<file path="src/design/acwc_pkg.sv">
// acwc_pkg: shared types and constants of the ack congestion window controller
// no dependencies
package acwc_pkg;

    localparam int SEQ_BITS_DEF = 16;
    localparam int WIN_W        = 16;
    localparam int CFG_IDX_W    = 3;
    localparam int CFG_DATA_W   = 20;
    localparam int DIVD_W       = 33;
    localparam int DIVS_W       = 24;
    localparam int DIVC_W       = 6;

    localparam logic [19:0] USEC_PER_SEC = 20'd1000000;
    localparam logic [19:0] USEC_MAX     = 20'd999999;
    localparam logic [11:0] SEC_MAX      = 12'd4095;

    localparam logic [3:0]  DUP_THR_RST  = 4'd3;
    localparam logic [15:0] GAIN_RST     = 16'd256;
    localparam logic [8:0]  WEIGHT_RST   = 9'd224;
    localparam logic [8:0]  WEIGHT_ONE   = 9'd256;
    localparam logic [15:0] WINDOW_RST   = 16'd2000;
    localparam logic [11:0] TO_SEC_RST   = 12'd1;
    localparam logic [19:0] TO_USEC_RST  = 20'd0;

    typedef enum logic [CFG_IDX_W-1:0] {
        CFG_DUP_THRESHOLD = 3'd0,
        CFG_AVOID_GAIN    = 3'd1,
        CFG_RTT_WEIGHT    = 3'd2,
        CFG_START_WINDOW  = 3'd3,
        CFG_START_TO_SEC  = 3'd4,
        CFG_START_TO_USEC = 3'd5
    } cfg_idx_t;

    typedef enum logic [1:0] {
        KIND_ACK     = 2'd0,
        KIND_CREATE  = 2'd1,
        KIND_WAIT    = 2'd2,
        KIND_TIMEOUT = 2'd3
    } kind_t;

    typedef enum logic [3:0] {
        OP_NONE,
        OP_LATCH,
        OP_ACK,
        OP_CREATE,
        OP_T_MUL,
        OP_W_MUL,
        OP_SUM,
        OP_DBL,
        OP_DIV_T,
        OP_SET_TO,
        OP_G_MUL,
        OP_DIV_G,
        OP_G_APPLY,
        OP_D_MUL,
        OP_DIV_D,
        OP_D_APPLY
    } op_t;

    typedef enum logic [4:0] {
        ST_IDLE,
        ST_ACK,
        ST_CREATE,
        ST_T_MUL,
        ST_W_MUL,
        ST_SUM,
        ST_DBL,
        ST_T_START,
        ST_T_WAIT,
        ST_SET_TO,
        ST_G_MUL,
        ST_G_START,
        ST_G_WAIT,
        ST_G_APPLY,
        ST_D_MUL,
        ST_D_START,
        ST_D_WAIT,
        ST_D_APPLY,
        ST_OUT
    } state_t;

    typedef struct packed {
        op_t op;
        logic out_load;
    } cmd_t;

    typedef struct packed {
        kind_t kind;
        logic need_rtt;
        logic win_gt1;
        logic div_done;
    } status_t;

endpackage

</file>
<file path="src/design/acwc_ctrl.sv">
// acwc_ctrl: sequencing state machine and result handshake
// depends on acwc_pkg
module acwc_ctrl (
    input  logic              aclk,
    input  logic              aresetn,
    input  logic              s_valid,
    output logic              s_ready,
    output logic              m_valid,
    input  logic              m_ready,
    input  acwc_pkg::status_t status,
    output acwc_pkg::cmd_t    cmd
);

    acwc_pkg::state_t state_reg, state_next;
    logic valid_reg, valid_next;
    logic slot_free;

    assign slot_free = !valid_reg || m_ready;
    assign m_valid   = valid_reg;

    always_ff @(posedge aclk) begin
        if (!aresetn) begin
            state_reg <= acwc_pkg::ST_IDLE;
            valid_reg <= 1'b0;
        end else begin
            state_reg <= state_next;
            valid_reg <= valid_next;
        end
    end

    always_comb begin
        state_next   = state_reg;
        cmd.op       = acwc_pkg::OP_NONE;
        cmd.out_load = 1'b0;
        s_ready      = 1'b0;
        valid_next   = valid_reg && !m_ready;
        case (state_reg)
            acwc_pkg::ST_IDLE: begin
                s_ready = 1'b1;
                if (s_valid) begin
                    cmd.op = acwc_pkg::OP_LATCH;
                    state_next = acwc_pkg::ST_ACK;
                end
            end
            acwc_pkg::ST_ACK: begin
                case (status.kind)
                    acwc_pkg::KIND_ACK: begin
                        cmd.op = acwc_pkg::OP_ACK;
                        state_next = status.need_rtt ? acwc_pkg::ST_T_MUL : acwc_pkg::ST_OUT;
                    end
                    acwc_pkg::KIND_CREATE: state_next = acwc_pkg::ST_CREATE;
                    default: state_next = acwc_pkg::ST_G_MUL;
                endcase
            end
            acwc_pkg::ST_CREATE: begin
                cmd.op = acwc_pkg::OP_CREATE;
                state_next = acwc_pkg::ST_OUT;
            end
            acwc_pkg::ST_T_MUL: begin
                cmd.op = acwc_pkg::OP_T_MUL;
                state_next = (status.kind == acwc_pkg::KIND_TIMEOUT) ?
                             acwc_pkg::ST_DBL : acwc_pkg::ST_W_MUL;
            end
            acwc_pkg::ST_W_MUL: begin
                cmd.op = acwc_pkg::OP_W_MUL;
                state_next = acwc_pkg::ST_SUM;
            end
            acwc_pkg::ST_SUM: begin
                cmd.op = acwc_pkg::OP_SUM;
                state_next = acwc_pkg::ST_T_START;
            end
            acwc_pkg::ST_DBL: begin
                cmd.op = acwc_pkg::OP_DBL;
                state_next = acwc_pkg::ST_T_START;
            end
            acwc_pkg::ST_T_START: begin
                cmd.op = acwc_pkg::OP_DIV_T;
                state_next = acwc_pkg::ST_T_WAIT;
            end
            acwc_pkg::ST_T_WAIT: begin
                if (status.div_done) state_next = acwc_pkg::ST_SET_TO;
            end
            acwc_pkg::ST_SET_TO: begin
                cmd.op = acwc_pkg::OP_SET_TO;
                state_next = acwc_pkg::ST_OUT;
            end
            acwc_pkg::ST_G_MUL: begin
                cmd.op = acwc_pkg::OP_G_MUL;
                state_next = acwc_pkg::ST_G_START;
            end
            acwc_pkg::ST_G_START: begin
                cmd.op = acwc_pkg::OP_DIV_G;
                state_next = acwc_pkg::ST_G_WAIT;
            end
            acwc_pkg::ST_G_WAIT: begin
                if (status.div_done) state_next = acwc_pkg::ST_G_APPLY;
            end
            acwc_pkg::ST_G_APPLY: begin
                cmd.op = acwc_pkg::OP_G_APPLY;
                state_next = (status.kind == acwc_pkg::KIND_TIMEOUT) ?
                             acwc_pkg::ST_D_MUL : acwc_pkg::ST_OUT;
            end
            acwc_pkg::ST_D_MUL: begin
                cmd.op = acwc_pkg::OP_D_MUL;
                state_next = status.win_gt1 ? acwc_pkg::ST_D_START : acwc_pkg::ST_T_MUL;
            end
            acwc_pkg::ST_D_START: begin
                cmd.op = acwc_pkg::OP_DIV_D;
                state_next = acwc_pkg::ST_D_WAIT;
            end
            acwc_pkg::ST_D_WAIT: begin
                if (status.div_done) state_next = acwc_pkg::ST_D_APPLY;
            end
            acwc_pkg::ST_D_APPLY: begin
                cmd.op = acwc_pkg::OP_D_APPLY;
                state_next = acwc_pkg::ST_T_MUL;
            end
            acwc_pkg::ST_OUT: begin
                if (slot_free) begin
                    cmd.out_load = 1'b1;
                    valid_next = 1'b1;
                    state_next = acwc_pkg::ST_IDLE;
                end
            end
            default: state_next = acwc_pkg::ST_IDLE;
        endcase
    end

endmodule

</file>
<file path="src/design/acwc_datapath.sv">
// acwc_datapath: window, sequence and timeout state, multipliers, shared divider
// depends on acwc_pkg
module acwc_datapath #(
    parameter int SEQ_BITS = acwc_pkg::SEQ_BITS_DEF
) (
    input  logic                              aclk,
    input  logic                              aresetn,
    input  acwc_pkg::cmd_t                    cmd,
    output acwc_pkg::status_t                 status,
    input  logic [1:0]                        s_kind,
    input  logic [15:0]                       s_ack_seq,
    input  logic                              s_ack_good,
    input  logic [31:0]                       s_rtt_us,
    input  logic                              cfg_we,
    input  logic [acwc_pkg::CFG_IDX_W-1:0]    cfg_addr,
    input  logic [acwc_pkg::CFG_DATA_W-1:0]   cfg_wdata,
    output logic                              m_create_granted,
    output logic [15:0]                       m_granted_seq,
    output logic [15:0]                       m_window_now,
    output logic [15:0]                       m_last_acked,
    output logic [15:0]                       m_send_upto,
    output logic                              m_fast_retx,
    output logic                              m_round_over,
    output logic                              m_all_acked,
    output logic [11:0]                       m_timeout_sec_now,
    output logic [19:0]                       m_timeout_usec_now
);

    localparam int LW = (SEQ_BITS > 16) ? SEQ_BITS : 16;
    localparam int DW = acwc_pkg::DIVD_W;
    localparam int VW = acwc_pkg::DIVS_W;
    // one million is 64 times 15625; reciprocal of 15625 scaled by 2^41
    localparam logic [27:0] USEC_RCP = 28'd140737489;

    // configuration
    logic [3:0]  dup_thr_reg;
    logic [15:0] gain_reg;
    logic [8:0]  weight_reg;
    logic [11:0] start_sec_reg;
    logic [19:0] start_usec_reg;

    // protocol state
    logic [SEQ_BITS-1:0] acked_reg, next_seq_reg;
    logic [3:0]  dup_reg;
    logic        fast_reg, slow_reg;
    logic [15:0] window_reg, decdiv_reg, acks_reg;
    logic [11:0] to_sec_reg;
    logic [19:0] to_usec_reg;

    // item
    acwc_pkg::kind_t     kind_reg;
    logic [SEQ_BITS-1:0] aseq_reg;
    logic                good_reg;
    logic [31:0]         rtt_reg;
    logic                granted_reg, round_reg;
    logic [SEQ_BITS-1:0] gseq_reg;

    // arithmetic
    logic [31:0] tot_reg;
    logic [40:0] pa_reg, pb_reg;
    logic [DW-1:0] num_reg;
    logic [31:0] prod_reg;
    logic [54:0] rcp_reg;
    logic [1:0]  tstep_reg;

    // divider
    logic [DW-1:0]     quo_reg;
    logic [VW-1:0]     rem_reg, dvs_reg;
    logic [acwc_pkg::DIVC_W-1:0] cnt_reg;
    logic              busy_reg;
    logic [VW:0]       shifted, trial;

    // combinational helpers
    logic [SEQ_BITS-1:0] diff, pend, lim_s, upto, inflight;
    logic                half_ok, diff0, need_rtt;
    logic [3:0]          thr, dc;
    logic [8:0]          wsat;
    logic [19:0]         usec_clamp;
    logic [41:0]         wsum;
    logic [24:0]         gwin;

    assign diff     = aseq_reg - acked_reg;
    assign diff0    = (diff == '0);
    assign half_ok  = !diff[SEQ_BITS-1];
    assign need_rtt = (fast_reg && diff0) || (good_reg && half_ok);
    assign thr      = (dup_thr_reg == 4'd0) ? 4'd1 : dup_thr_reg;
    assign dc       = diff0 ? ((dup_reg < 4'd15) ? dup_reg + 4'd1 : dup_reg) : 4'd0;
    assign wsat     = (weight_reg > acwc_pkg::WEIGHT_ONE) ? acwc_pkg::WEIGHT_ONE : weight_reg;
    assign usec_clamp = (cfg_wdata > acwc_pkg::USEC_MAX) ? acwc_pkg::USEC_MAX : cfg_wdata;
    assign wsum     = {1'b0, pa_reg} + {1'b0, pb_reg};
    assign gwin     = {9'd0, window_reg} + {8'd0, quo_reg[16:0]};
    assign inflight = next_seq_reg - acked_reg;
    assign pend     = next_seq_reg - SEQ_BITS'(1) - acked_reg;
    assign lim_s    = (LW'(pend) < LW'(window_reg)) ? pend : SEQ_BITS'(window_reg);
    assign upto     = acked_reg + lim_s;

    assign shifted  = {rem_reg, quo_reg[DW-1]};
    assign trial    = shifted - {1'b0, dvs_reg};

    assign status.kind     = kind_reg;
    assign status.need_rtt = need_rtt;
    assign status.win_gt1  = (window_reg > 16'd1);
    assign status.div_done = !busy_reg && (tstep_reg == 2'd0);

    always_ff @(posedge aclk) begin
        if (!aresetn) begin
            dup_thr_reg    <= acwc_pkg::DUP_THR_RST;
            gain_reg       <= acwc_pkg::GAIN_RST;
            weight_reg     <= acwc_pkg::WEIGHT_RST;
            start_sec_reg  <= acwc_pkg::TO_SEC_RST;
            start_usec_reg <= acwc_pkg::TO_USEC_RST;
            acked_reg      <= '0;
            next_seq_reg   <= SEQ_BITS'(1);
            dup_reg        <= 4'd0;
            fast_reg       <= 1'b0;
            slow_reg       <= 1'b1;
            window_reg     <= acwc_pkg::WINDOW_RST;
            decdiv_reg     <= 16'd1;
            acks_reg       <= 16'd0;
            to_sec_reg     <= acwc_pkg::TO_SEC_RST;
            to_usec_reg    <= acwc_pkg::TO_USEC_RST;
            kind_reg       <= acwc_pkg::KIND_ACK;
            granted_reg    <= 1'b0;
            round_reg      <= 1'b0;
            busy_reg       <= 1'b0;
            cnt_reg        <= '0;
            tstep_reg      <= 2'd0;
        end else begin
            if (busy_reg) begin
                quo_reg <= {quo_reg[DW-2:0], !trial[VW]};
                rem_reg <= trial[VW] ? shifted[VW-1:0] : trial[VW-1:0];
                cnt_reg <= cnt_reg - 1'b1;
                if (cnt_reg == acwc_pkg::DIVC_W'(1)) busy_reg <= 1'b0;
            end
            // seconds from the reciprocal product, then the microsecond remainder
            if (tstep_reg == 2'd2) begin
                quo_reg   <= DW'(rcp_reg[54:41]);
                tstep_reg <= 2'd1;
            end else if (tstep_reg == 2'd1) begin
                rem_reg   <= VW'(num_reg - DW'(quo_reg[13:0]) * DW'(acwc_pkg::USEC_PER_SEC));
                tstep_reg <= 2'd0;
            end
            case (cmd.op)
                acwc_pkg::OP_LATCH: begin
                    kind_reg    <= acwc_pkg::kind_t'(s_kind);
                    aseq_reg    <= SEQ_BITS'(s_ack_seq);
                    good_reg    <= s_ack_good;
                    rtt_reg     <= s_rtt_us;
                    granted_reg <= 1'b0;
                    round_reg   <= 1'b0;
                    gseq_reg    <= '0;
                end
                acwc_pkg::OP_ACK: begin
                    if (!(fast_reg && diff0) && good_reg && half_ok) begin
                        if (!diff0) begin
                            if (slow_reg) begin
                                if (window_reg != 16'hFFFF) window_reg <= window_reg + 16'd1;
                            end else if (acks_reg != 16'hFFFF) begin
                                acks_reg <= acks_reg + 16'd1;
                            end
                            fast_reg <= 1'b0;
                        end
                        if (dc >= thr) begin
                            fast_reg  <= 1'b1;
                            dup_reg   <= 4'd0;
                            slow_reg  <= 1'b0;
                            if (decdiv_reg != 16'hFFFF) decdiv_reg <= decdiv_reg + 16'd1;
                            round_reg <= 1'b1;
                        end else begin
                            dup_reg   <= dc;
                            acked_reg <= aseq_reg;
                            round_reg <= ((aseq_reg + SEQ_BITS'(1)) == next_seq_reg);
                        end
                    end
                end
                acwc_pkg::OP_CREATE: begin
                    if (LW'(inflight) <= LW'(window_reg)) begin
                        granted_reg  <= 1'b1;
                        gseq_reg     <= next_seq_reg;
                        next_seq_reg <= next_seq_reg + SEQ_BITS'(1);
                    end
                end
                acwc_pkg::OP_T_MUL: begin
                    tot_reg <= 32'(to_sec_reg * acwc_pkg::USEC_PER_SEC) + 32'(to_usec_reg);
                end
                acwc_pkg::OP_W_MUL: begin
                    pa_reg <= wsat * tot_reg;
                    pb_reg <= (acwc_pkg::WEIGHT_ONE - wsat) * rtt_reg;
                end
                acwc_pkg::OP_SUM: num_reg <= DW'(wsum >> 8);
                acwc_pkg::OP_DBL: num_reg <= {tot_reg, 1'b0};
                acwc_pkg::OP_DIV_T: begin
                    rcp_reg   <= num_reg[DW-1:6] * USEC_RCP;
                    tstep_reg <= 2'd2;
                end
                acwc_pkg::OP_SET_TO: begin
                    if (quo_reg > DW'(acwc_pkg::SEC_MAX)) begin
                        to_sec_reg  <= acwc_pkg::SEC_MAX;
                        to_usec_reg <= acwc_pkg::USEC_MAX;
                    end else begin
                        to_sec_reg  <= quo_reg[11:0];
                        to_usec_reg <= rem_reg[19:0];
                    end
                end
                acwc_pkg::OP_G_MUL: prod_reg <= gain_reg * acks_reg;
                acwc_pkg::OP_DIV_G: begin
                    quo_reg  <= DW'(prod_reg);
                    dvs_reg  <= {window_reg, 8'd0};
                    rem_reg  <= '0;
                    cnt_reg  <= acwc_pkg::DIVC_W'(DW);
                    busy_reg <= 1'b1;
                end
                acwc_pkg::OP_G_APPLY: begin
                    window_reg <= (quo_reg[DW-1:17] != '0 || gwin[24:16] != '0) ?
                                  16'hFFFF : gwin[15:0];
                    acks_reg   <= 16'd0;
                    if (kind_reg == acwc_pkg::KIND_TIMEOUT) slow_reg <= 1'b0;
                end
                acwc_pkg::OP_D_MUL: prod_reg <= window_reg * decdiv_reg;
                acwc_pkg::OP_DIV_D: begin
                    quo_reg  <= DW'(prod_reg);
                    dvs_reg  <= VW'({1'b0, decdiv_reg} + 17'd1);
                    rem_reg  <= '0;
                    cnt_reg  <= acwc_pkg::DIVC_W'(DW);
                    busy_reg <= 1'b1;
                end
                acwc_pkg::OP_D_APPLY: window_reg <= quo_reg[15:0];
                default: ;
            endcase
            if (cfg_we) begin
                case (acwc_pkg::cfg_idx_t'(cfg_addr))
                    acwc_pkg::CFG_DUP_THRESHOLD: dup_thr_reg <= cfg_wdata[3:0];
                    acwc_pkg::CFG_AVOID_GAIN:    gain_reg    <= cfg_wdata[15:0];
                    acwc_pkg::CFG_RTT_WEIGHT:    weight_reg  <= cfg_wdata[8:0];
                    acwc_pkg::CFG_START_WINDOW: begin
                        window_reg    <= (cfg_wdata[15:0] == 16'd0) ? 16'd1 : cfg_wdata[15:0];
                    end
                    acwc_pkg::CFG_START_TO_SEC: begin
                        start_sec_reg <= cfg_wdata[11:0];
                        to_sec_reg    <= cfg_wdata[11:0];
                        to_usec_reg   <= start_usec_reg;
                    end
                    acwc_pkg::CFG_START_TO_USEC: begin
                        start_usec_reg <= usec_clamp;
                        to_usec_reg    <= usec_clamp;
                        to_sec_reg     <= start_sec_reg;
                    end
                    default: ;
                endcase
            end
        end
    end

    // result register
    always_ff @(posedge aclk) begin
        if (cmd.out_load) begin
            m_create_granted   <= granted_reg;
            m_granted_seq      <= 16'(gseq_reg);
            m_window_now       <= window_reg;
            m_last_acked       <= 16'(acked_reg);
            m_send_upto        <= 16'(upto);
            m_fast_retx        <= fast_reg;
            m_round_over       <= round_reg;
            m_all_acked        <= ((acked_reg + SEQ_BITS'(1)) == next_seq_reg);
            m_timeout_sec_now  <= to_sec_reg;
            m_timeout_usec_now <= to_usec_reg;
        end
    end

endmodule

</file>
<file path="src/design/ack_congestion_window_control_core.sv">
// ack congestion window controller, top level
// create and ack without sample need no division; ack with sample runs the timeout update,
// wait end the gain division, timeout the gain, decrease (skipped when the window is 1) and
// timeout steps; gain and decrease share the 33-step restoring divider
// throughput: one item at a time, the next accepted in the cycle after the result is registered
// reset: synchronous active-low aresetn restores control, configuration and window state; result outputs are not reset
module ack_congestion_window_control_core #(
    parameter int SEQ_BITS = acwc_pkg::SEQ_BITS_DEF
) (
    input  logic                            aclk,
    input  logic                            aresetn,
    input  logic                            s_valid,
    output logic                            s_ready,
    input  logic [1:0]                      s_kind,
    input  logic [15:0]                     s_ack_seq,
    input  logic                            s_ack_good,
    input  logic [31:0]                     s_rtt_us,
    output logic                            m_valid,
    input  logic                            m_ready,
    output logic                            m_create_granted,
    output logic [15:0]                     m_granted_seq,
    output logic [15:0]                     m_window_now,
    output logic [15:0]                     m_last_acked,
    output logic [15:0]                     m_send_upto,
    output logic                            m_fast_retx,
    output logic                            m_round_over,
    output logic                            m_all_acked,
    output logic [11:0]                     m_timeout_sec_now,
    output logic [19:0]                     m_timeout_usec_now,
    input  logic                            cfg_we,
    input  logic [acwc_pkg::CFG_IDX_W-1:0]  cfg_addr,
    input  logic [acwc_pkg::CFG_DATA_W-1:0] cfg_wdata
);

    acwc_pkg::cmd_t    cmd;
    acwc_pkg::status_t status;

    acwc_ctrl u_ctrl (
        .aclk    (aclk),
        .aresetn (aresetn),
        .s_valid (s_valid),
        .s_ready (s_ready),
        .m_valid (m_valid),
        .m_ready (m_ready),
        .status  (status),
        .cmd     (cmd)
    );

    acwc_datapath #(
        .SEQ_BITS (SEQ_BITS)
    ) u_datapath (
        .aclk               (aclk),
        .aresetn            (aresetn),
        .cmd                (cmd),
        .status             (status),
        .s_kind             (s_kind),
        .s_ack_seq          (s_ack_seq),
        .s_ack_good         (s_ack_good),
        .s_rtt_us           (s_rtt_us),
        .cfg_we             (cfg_we),
        .cfg_addr           (cfg_addr),
        .cfg_wdata          (cfg_wdata),
        .m_create_granted   (m_create_granted),
        .m_granted_seq      (m_granted_seq),
        .m_window_now       (m_window_now),
        .m_last_acked       (m_last_acked),
        .m_send_upto        (m_send_upto),
        .m_fast_retx        (m_fast_retx),
        .m_round_over       (m_round_over),
        .m_all_acked        (m_all_acked),
        .m_timeout_sec_now  (m_timeout_sec_now),
        .m_timeout_usec_now (m_timeout_usec_now)
    );

endmodule
</file>
<file path="config.mk">
export PLATFORM = sky130hd
export DESIGN_NAME = ack_congestion_window_control_core
export DESIGN_NICKNAME = d
export VERILOG_FILES = /design/src/design/acwc_pkg.sv /design/src/design/acwc_ctrl.sv /design/src/design/acwc_datapath.sv /design/src/design/ack_congestion_window_control_core.sv
export SDC_FILE = /design/constraint.sdc
export NUM_CORES = 2
export LEC_CHECK = 0
export BUFFER_PORTS_ARGS = -buffer_cell sky130_fd_sc_hd__buf_2
export CAP_MARGIN = 30
export CORE_MARGIN = 5
export CORE_UTILIZATION = 45
export CTS_CLUSTER_SIZE = 20
export DETAILED_ROUTE_END_ITERATION = 6
export HOLD_SLACK_MARGIN = 0.05
export SLEW_MARGIN = 20
export SYNTH_ARGS = -nofsm -noshare
export SYNTH_HDL_FRONTEND = slang
export SYNTH_HIERARCHICAL = 1
export SYNTH_SLANG_ARGS = --single-unit
</file>
<file path="constraint.sdc">
create_clock -name aclk -period 15.1 [get_ports aclk]
set_clock_uncertainty 0.1 [all_clocks]
set_input_delay 0.755 -clock aclk [delete_from_list [all_inputs] [get_ports aclk]]
set_output_delay 0.755 -clock aclk [all_outputs]
set_load 0.01 [all_outputs]
</file>
# [After elaboration in Yosys (flattened, before gate mapping)]
# Cells that the tools add are included.
[op_classes] order_cmp=8 eq_ne=61 n_reduce_logical=64 n_mux=79 n_mul=7 bitwise=2 addsub=20
[op_table] cell="2-to-1 mux 16 bit" n=14
[op_table] cell="adder 16 x 1 -> 16 bit, second input constant" n=6
[op_table] cell="2-to-1 mux 24 bit" n=4
[op_table] cell="case mux 5 bit (17 select lines)" n=1
[op_table] cell="2-to-1 mux 20 bit" n=4
[op_table] cell="case mux 33 bit (2 select lines)" n=1
[op_table] cell="multiplier 16 x 16 -> 32 bit" n=2
[op_table] cell="2-to-1 mux 32 bit" n=2
[op_table] cell="case mux 16 bit (2 select lines)" n=2
[op_table] cell="case mux 32 bit (2 select lines)" n=1
[op_table] cell="case mux 4 bit (15 select lines)" n=1
[op_table] cell="multiplier 27 x 28 -> 55 bit, second input constant" n=1
[op_table] cell="!= test 16 bit, second input constant" n=3
[op_table] cell="case mux 16 bit (3 select lines)" n=1
[op_table] cell="case mux 24 bit (2 select lines)" n=1
[op_table] cell="subtractor 16 bit" n=3
[op_table] cell="adder 41 bit" n=1
[op_table] cell="multiplier 41 x 32 -> 41 bit" n=1
[op_table] cell="multiplier 9 x 32 -> 41 bit" n=1
[op_table] cell="== test 5 x 4 -> 1 bit, second input constant" n=8
[op_table] cell="case mux 20 bit (2 select lines)" n=1
[op_table] cell="2-to-1 mux 12 bit" n=3
[op_table] cell="2-to-1 mux 5 bit" n=7
[op_table] cell="AND reduction 2 bit" n=17
[op_table] cell="64 further kinds" n=155
[word_totals] reg_bits=678 out_inout_bits=102 in_bits=79 wordCells=290

# [Longest topological paths before layout]
[logic_depth] ltp_word=10 mapped_depth=34 depth_no_buf=33

# [Modules after synthesis]
# The synthesis kept the hierarchy.
[by_module_without_submodules] mod="acwc_datapath" area_each_um2=84046.9 seq_area_each_um2=17026.3 n_inst=1 cells_each=9038
[by_module_without_submodules] mod="acwc_ctrl" area_each_um2=634.4 seq_area_each_um2=120.1 n_inst=1 cells_each=98

# [Worst setup path before layout]
# Ideal clock, no wire load.
[synth_path] path_type="register to register" start="reg u_datapath.weight_reg[8]" end="reg u_datapath.pb_reg[38], data pin" period_less_slack_ps=7333 required_ps=14741 setup_time_ps=259 path_stages_with_launch=29 slack_ps=7767 path_buffers=2 t_arrival_ps=6974 path_cell_list="dfxtp_1 -> nor2b_1 -> clkbuf_1 -> inv_1 -> ha_1 -> xnor2_1 -> clkbuf_1 -> nand2_1 -> fa_1 -> inv_1 -> fa_1 -> inv_1 -> fa_1 -> inv_1 -> fa_1 -> inv_1 -> fa_1 -> inv_1 -> ha_1 -> or3_1 -> o21ai_0 -> nor3_1 -> or4_1 -> a221o_1 -> o311ai_1 -> a21oi_1 -> a31oi_1 -> nor3_1 -> a211o_1"
[synth_between] elab_chain_cells=4
[synth_rtl] item="from (decl)" line="acwc_datapath.sv:38" rtl="logic [8:0] weight_reg;"
[synth_rtl] item="from (signal assigned)" line="acwc_datapath.sv:109" rtl="weight_reg <= acwc_pkg::WEIGHT_RST;"
[synth_rtl] item="from (signal assigned)" line="acwc_datapath.sv:234" rtl="acwc_pkg::CFG_RTT_WEIGHT: weight_reg <= cfg_wdata[8:0];"
[synth_rtl] item="> comparator 9 bit" line="acwc_datapath.sv:88" rtl="assign wsat = (weight_reg > acwc_pkg::WEIGHT_ONE) ? acwc_pkg::WEIGHT_ONE : weight_reg;"
[synth_rtl] item="2-to-1 mux 9 bit (*)" line="acwc_datapath.sv:88"
[synth_rtl] item="subtractor 9 x 9 -> 10 bit (*)" line="acwc_datapath.sv:188" rtl="pb_reg <= (acwc_pkg::WEIGHT_ONE - wsat) * rtt_reg;"
[synth_rtl] item="multiplier 41 x 32 -> 41 bit (*)" line="acwc_datapath.sv:188"
[synth_rtl] item="to (signal assigned)" line="acwc_datapath.sv:188"
[synth_rtl] item="to (decl)" line="acwc_datapath.sv:60" rtl="logic [40:0] pa_reg, pb_reg;"
# Mark *: on every way between the ends. The rest lies on a longest branch, timed or not.
# A chain may end at the register's enable or synchronous reset.

# [Worst setup path in the final report]
[layout_path] start="reg u_datapath.weight_reg[8]" end="reg u_datapath.pb_reg[40], data pin"
# Same word-level chain as after synthesis.

==> Implementation_results.wiki <==
{| class="wikitable"
! Metric !! Value
|-
| Synthesis-to-finish area growth || 7.438%
|-
| Portion of synthesized cell area occupied by the leading cell type || 0.2728
|-
| Static leakage power || 0.04325 uW
|-
| Crit-path slowest cell || sky130_fd_sc_hd__fa_1
|-
| Avg Inst Size Synth || 9.269 um2
|-
| Post-Synth Simple-Gate Area || 0.1413
|-
| Total number of vias || 64193
|-
| Actual slew at the worst max-slew pin || 1.105 ns
|-
| Mapped cell area || 84680 um2
|-
| Number of distinct library cell variants in the gate-level netlist after synthesis || 98
|-
| Min cycle time layout || 8.650 ns
|-
| Post_cts resized || 0
|-
| Initial antenna violation count || 8
|-
| Final Max Tran Viols || 0
|-
| Post-CTS setup buffers || 0
|-
| Proportion of layout cells with a drive suffix above 1 || 0.05561
|-
| Commonest non-fill, non-tap cell in the layout || sky130_fd_sc_hd__inv_1
|-
| DRT Pass-1 Iters || 6
|-
| Maximum capacitance violations || 0
|-
| Overall track demand over capacity in global routing || 0.2491
|-
| Syn Inst Count || 9136
|-
| Buffer levels on the longest clock path || 3
|-
| Arrival time worst endpoint || 8.98 ns
|-
| Result of the run || finished, final reports clean
|-
| Maximum number of pins on one net before global-route repair || 77
|-
| Count of nets left with antenna violations after detail routing || 0
|-
| Number of cells traversed by the worst register-to-register path || 28
|-
| Initial cell density of the core || 0.4519
|-
| Setup TNS after final layout || 0 ns
|-
| Relative slew slack || 0.2625
|-
| Portion of the clock cycle consumed by the worst path in the final layout || 0.5729
|-
| Number of enable-type register cells in the synthesized netlist || 439
|-
| Compound-Gate Fraction of Synth Area || 0.09673
|-
| Reg2Reg Setup Slack || 6.45 ns
|-
| Post-route worst setup slack || 6.450 ns
|-
| Routed vias/inst || 5.484
|-
| Max FO, Critical Path || 33
|-
| Most used flip-flop cell after synthesis || sky130_fd_sc_hd__edfxtp_1
|-
| Clock sinks || 637
|-
| Root buffer selected by CTS || sky130_fd_sc_hd__clkbuf_16
|-
| Synthesis warning total || 6
|-
| Worst min-delay path class || in -> reg
|-
| Area inside the core boundary || 187400 um2
|-
| Total number of nets in the final design || 11349
|-
| Data required time at the worst endpoint || 15.43 ns
|-
| Origin of the worst setup path || u_datapath/weight_reg[8]
|-
| Fill cells || 17699
|-
| # port buffers || 180
|-
| Vert. Die Dim || 443.8 um
|-
| CTS buffer count || 74
|-
| Mean routed wirelength per cell || 21.01 um
|-
| Synthesis-stage register bit count || 637
|-
| Num rows || 159
|-
| Most frequent cells in the layout || sky130_fd_sc_hd__inv_1 (1667), sky130_fd_sc_hd__nand2_1 (1157), sky130_fd_sc_hd__fa_1 (1154)
|-
| Routability congestion estimate || 0.9317
|-
| Startpoint types || flip-flop
|-
| Top-level I/O count || 181
|-
| Clock tree from TritonCTS || yes
|-
| Crit Path Category || reg -> reg
|-
| Portion of the post-synthesis area used by sequential elements || 0.2025
|-
| Number of buffers inserted by hold repair at cts || 0
|-
| Worst setup path endpoint || u_datapath/pb_reg[40]
|-
| Launch instance of the worst register-to-register path || u_datapath/weight_reg[8]
|-
| Vias in the first global route || 66292
|-
| Iteration-0 DRC Markers || 5136
|-
| Final hold violations || 0
|-
| DRC viols || 0
|-
| CP Capture Type || flip-flop
|-
| Dominant cell type by area after synthesis || sky130_fd_sc_hd__fa_1
|-
| Area used by multi-input combinational logic || 60080 um2
|-
| CTS clk-pin slew, worst paths || 0.06 ns
|-
| Post-Synth Adder-Cell Area || 0.4158
|-
| Critical R2R Capture || u_datapath/pb_reg[40]
|-
| Die Area || 197000 um2
|-
| Maximum VDD drop || 316.1 uV
|-
| Minimum setup slack after placement || 6.380 ns
|-
| Proportion of synthesized area in mux cells || 0.008215
|-
| Setup-violating endpoint count in the final report || 0
|-
| Biggest cell delay along the critical path || 0.54 ns
|-
| Area share of xor/xnor cells in the synthesized design || 0.04375
|-
| Maximum clock frequency || 0.1156 GHz
|-
| Later-pin clock latency in the skew report || 0.71 ns
|-
| Total congestion overflow || 0
|-
| Detailed Place HPWL || 193200 um
|-
| Largest cells by area after synthesis || sky130_fd_sc_hd__fa_1 (27%), sky130_fd_sc_hd__edfxtp_1 (16%), sky130_fd_sc_hd__ha_1 (14%)
|-
| CTS H-Tree Depth || 3
|-
| Die extent in x || 443.8 um
|-
| Pwr/cell area || 150.5 nW/um2
|-
| Most repeated library cell on the critical path || sky130_fd_sc_hd__inv_1
|-
| Largest family of logic cells by synthesized area || adder cells
|-
| Async set or reset register ratio after synthesis || 0
|-
| Flip-flop and latch area || 17150 um2
|-
| Global-route wire length before repair || 385300 um
|-
| Setup repair after global routing missed its margin || no
|-
| DRT Wirelength || 246000 um
|}
==> cell type report <==
cell class / count / area share
tap: 2495 / 0.03431
multi-input combinational: 6471 / 0.6604
clock buffer: 88 / 0.02115
sequential: 637 / 0.1885
timing repair buffer: 296 / 0.02026
antenna: 4 / 0.0001100
clock inverter: 47 / 0.006477
inverter: 1668 / 0.06885
==> cell usage after synthesis, types with 54 or more instances <==
cell,n
sky130_fd_sc_hd__a21o_1,141
sky130_fd_sc_hd__nor2b_1,70
sky130_fd_sc_hd__dfxtp_1,198
sky130_fd_sc_hd__o21ai_0,256
sky130_fd_sc_hd__nand3_1,127
sky130_fd_sc_hd__nand2_1,1157
sky130_fd_sc_hd__nand2b_1,70
sky130_fd_sc_hd__a31oi_1,60
sky130_fd_sc_hd__a21oi_1,371
sky130_fd_sc_hd__inv_1,1668
sky130_fd_sc_hd__fa_1,1154
sky130_fd_sc_hd__xor2_1,154
sky130_fd_sc_hd__o21a_1,60
sky130_fd_sc_hd__ha_1,968
sky130_fd_sc_hd__and3_1,54
sky130_fd_sc_hd__nor2_1,381
sky130_fd_sc_hd__nor3_1,113
sky130_fd_sc_hd__buf_1,65
sky130_fd_sc_hd__a211oi_1,67
sky130_fd_sc_hd__xnor2_1,269
sky130_fd_sc_hd__and2_1,357
sky130_fd_sc_hd__clkbuf_1,315
sky130_fd_sc_hd__edfxtp_1,439
==> worst min path at each step <==
stage	cells past startpoint	startpoint	to
2_1_floorplan	0	u_datapath/gseq_reg[0]	u_datapath/m_granted_seq[0]
3_3_place_gp	0	u_datapath/gseq_reg[12]	u_datapath/m_granted_seq[12]
3_5_place_dp	0	u_datapath/gseq_reg[5]	u_datapath/m_granted_seq[5]
4_1_cts	1	s_ack_good	u_datapath/good_reg
5_1_grt	1	s_rtt_us[27]	u_datapath/rtt_reg[27]
6_report	1	s_rtt_us[30]	u_datapath/rtt_reg[30]
==> through the flow <==
stage | util | hold WS (ns) | std cells | cell area, um2 | power (uW)
final | 0.4855 | 0.1313 | 11706 | 90980 | 13690
after global routing | 0.4855 | 0.1063 | 11704 | 90970 | 15030
after CTS | 0.4849 | 0.07195 | 11697 | 90880 | 13800
after detailed placement | 0.4715 | 0.3084 | 11562 | 88370 | 11790
after global placement | 0.4712 | 0.3011 | 11558 | 88310 | 11630
after floorplan | - | 0.3003 | 9166 | 84790 | 9123
==> power breakdown <==
part | leakage (uW) | internal [uW] | switching, uW
clock network | 0.00120 | 1060 | 840
logic | 0.0364 | 3790 | 5400
registers | 0.00566 | 2290 | 314
total | 0.0433 | 7140 | 6550
==> worst max-delay path: cells and delay by family (launching register included) <==
family | cells | cell delay (ns)
DFF | 1 | 0.41
and+or+nand+nor | 6 | 1.74
adders and majority gates | 7 | 3.00
buffers and inverters | 8 | 1.06
xor gates and xnor gates | 1 | 0.16
muxes | 1 | 0.24
AOI/OAI and AO/OA | 5 | 1.66
==> routing by layer <==
layer  global-route usage  vias up  share of wire
met3              0.03209      419          0.062
met5                    0        -        0.00017
met4              0.09947        6          0.044
met1               0.3427    32162           0.44
li1                     -    29505              -
met2               0.4005     2101           0.46
==> logic make-up after synthesis <==
kind of cell / after synthesis
compound gates: 1276
xor+xnor: 423
fa+ha+maj: 2122
buf+inv: 2058
flops: 637
mux: 67
other cells: 2
simple gates: 2551
Note: power is estimated with default switching activity, not from simulation.
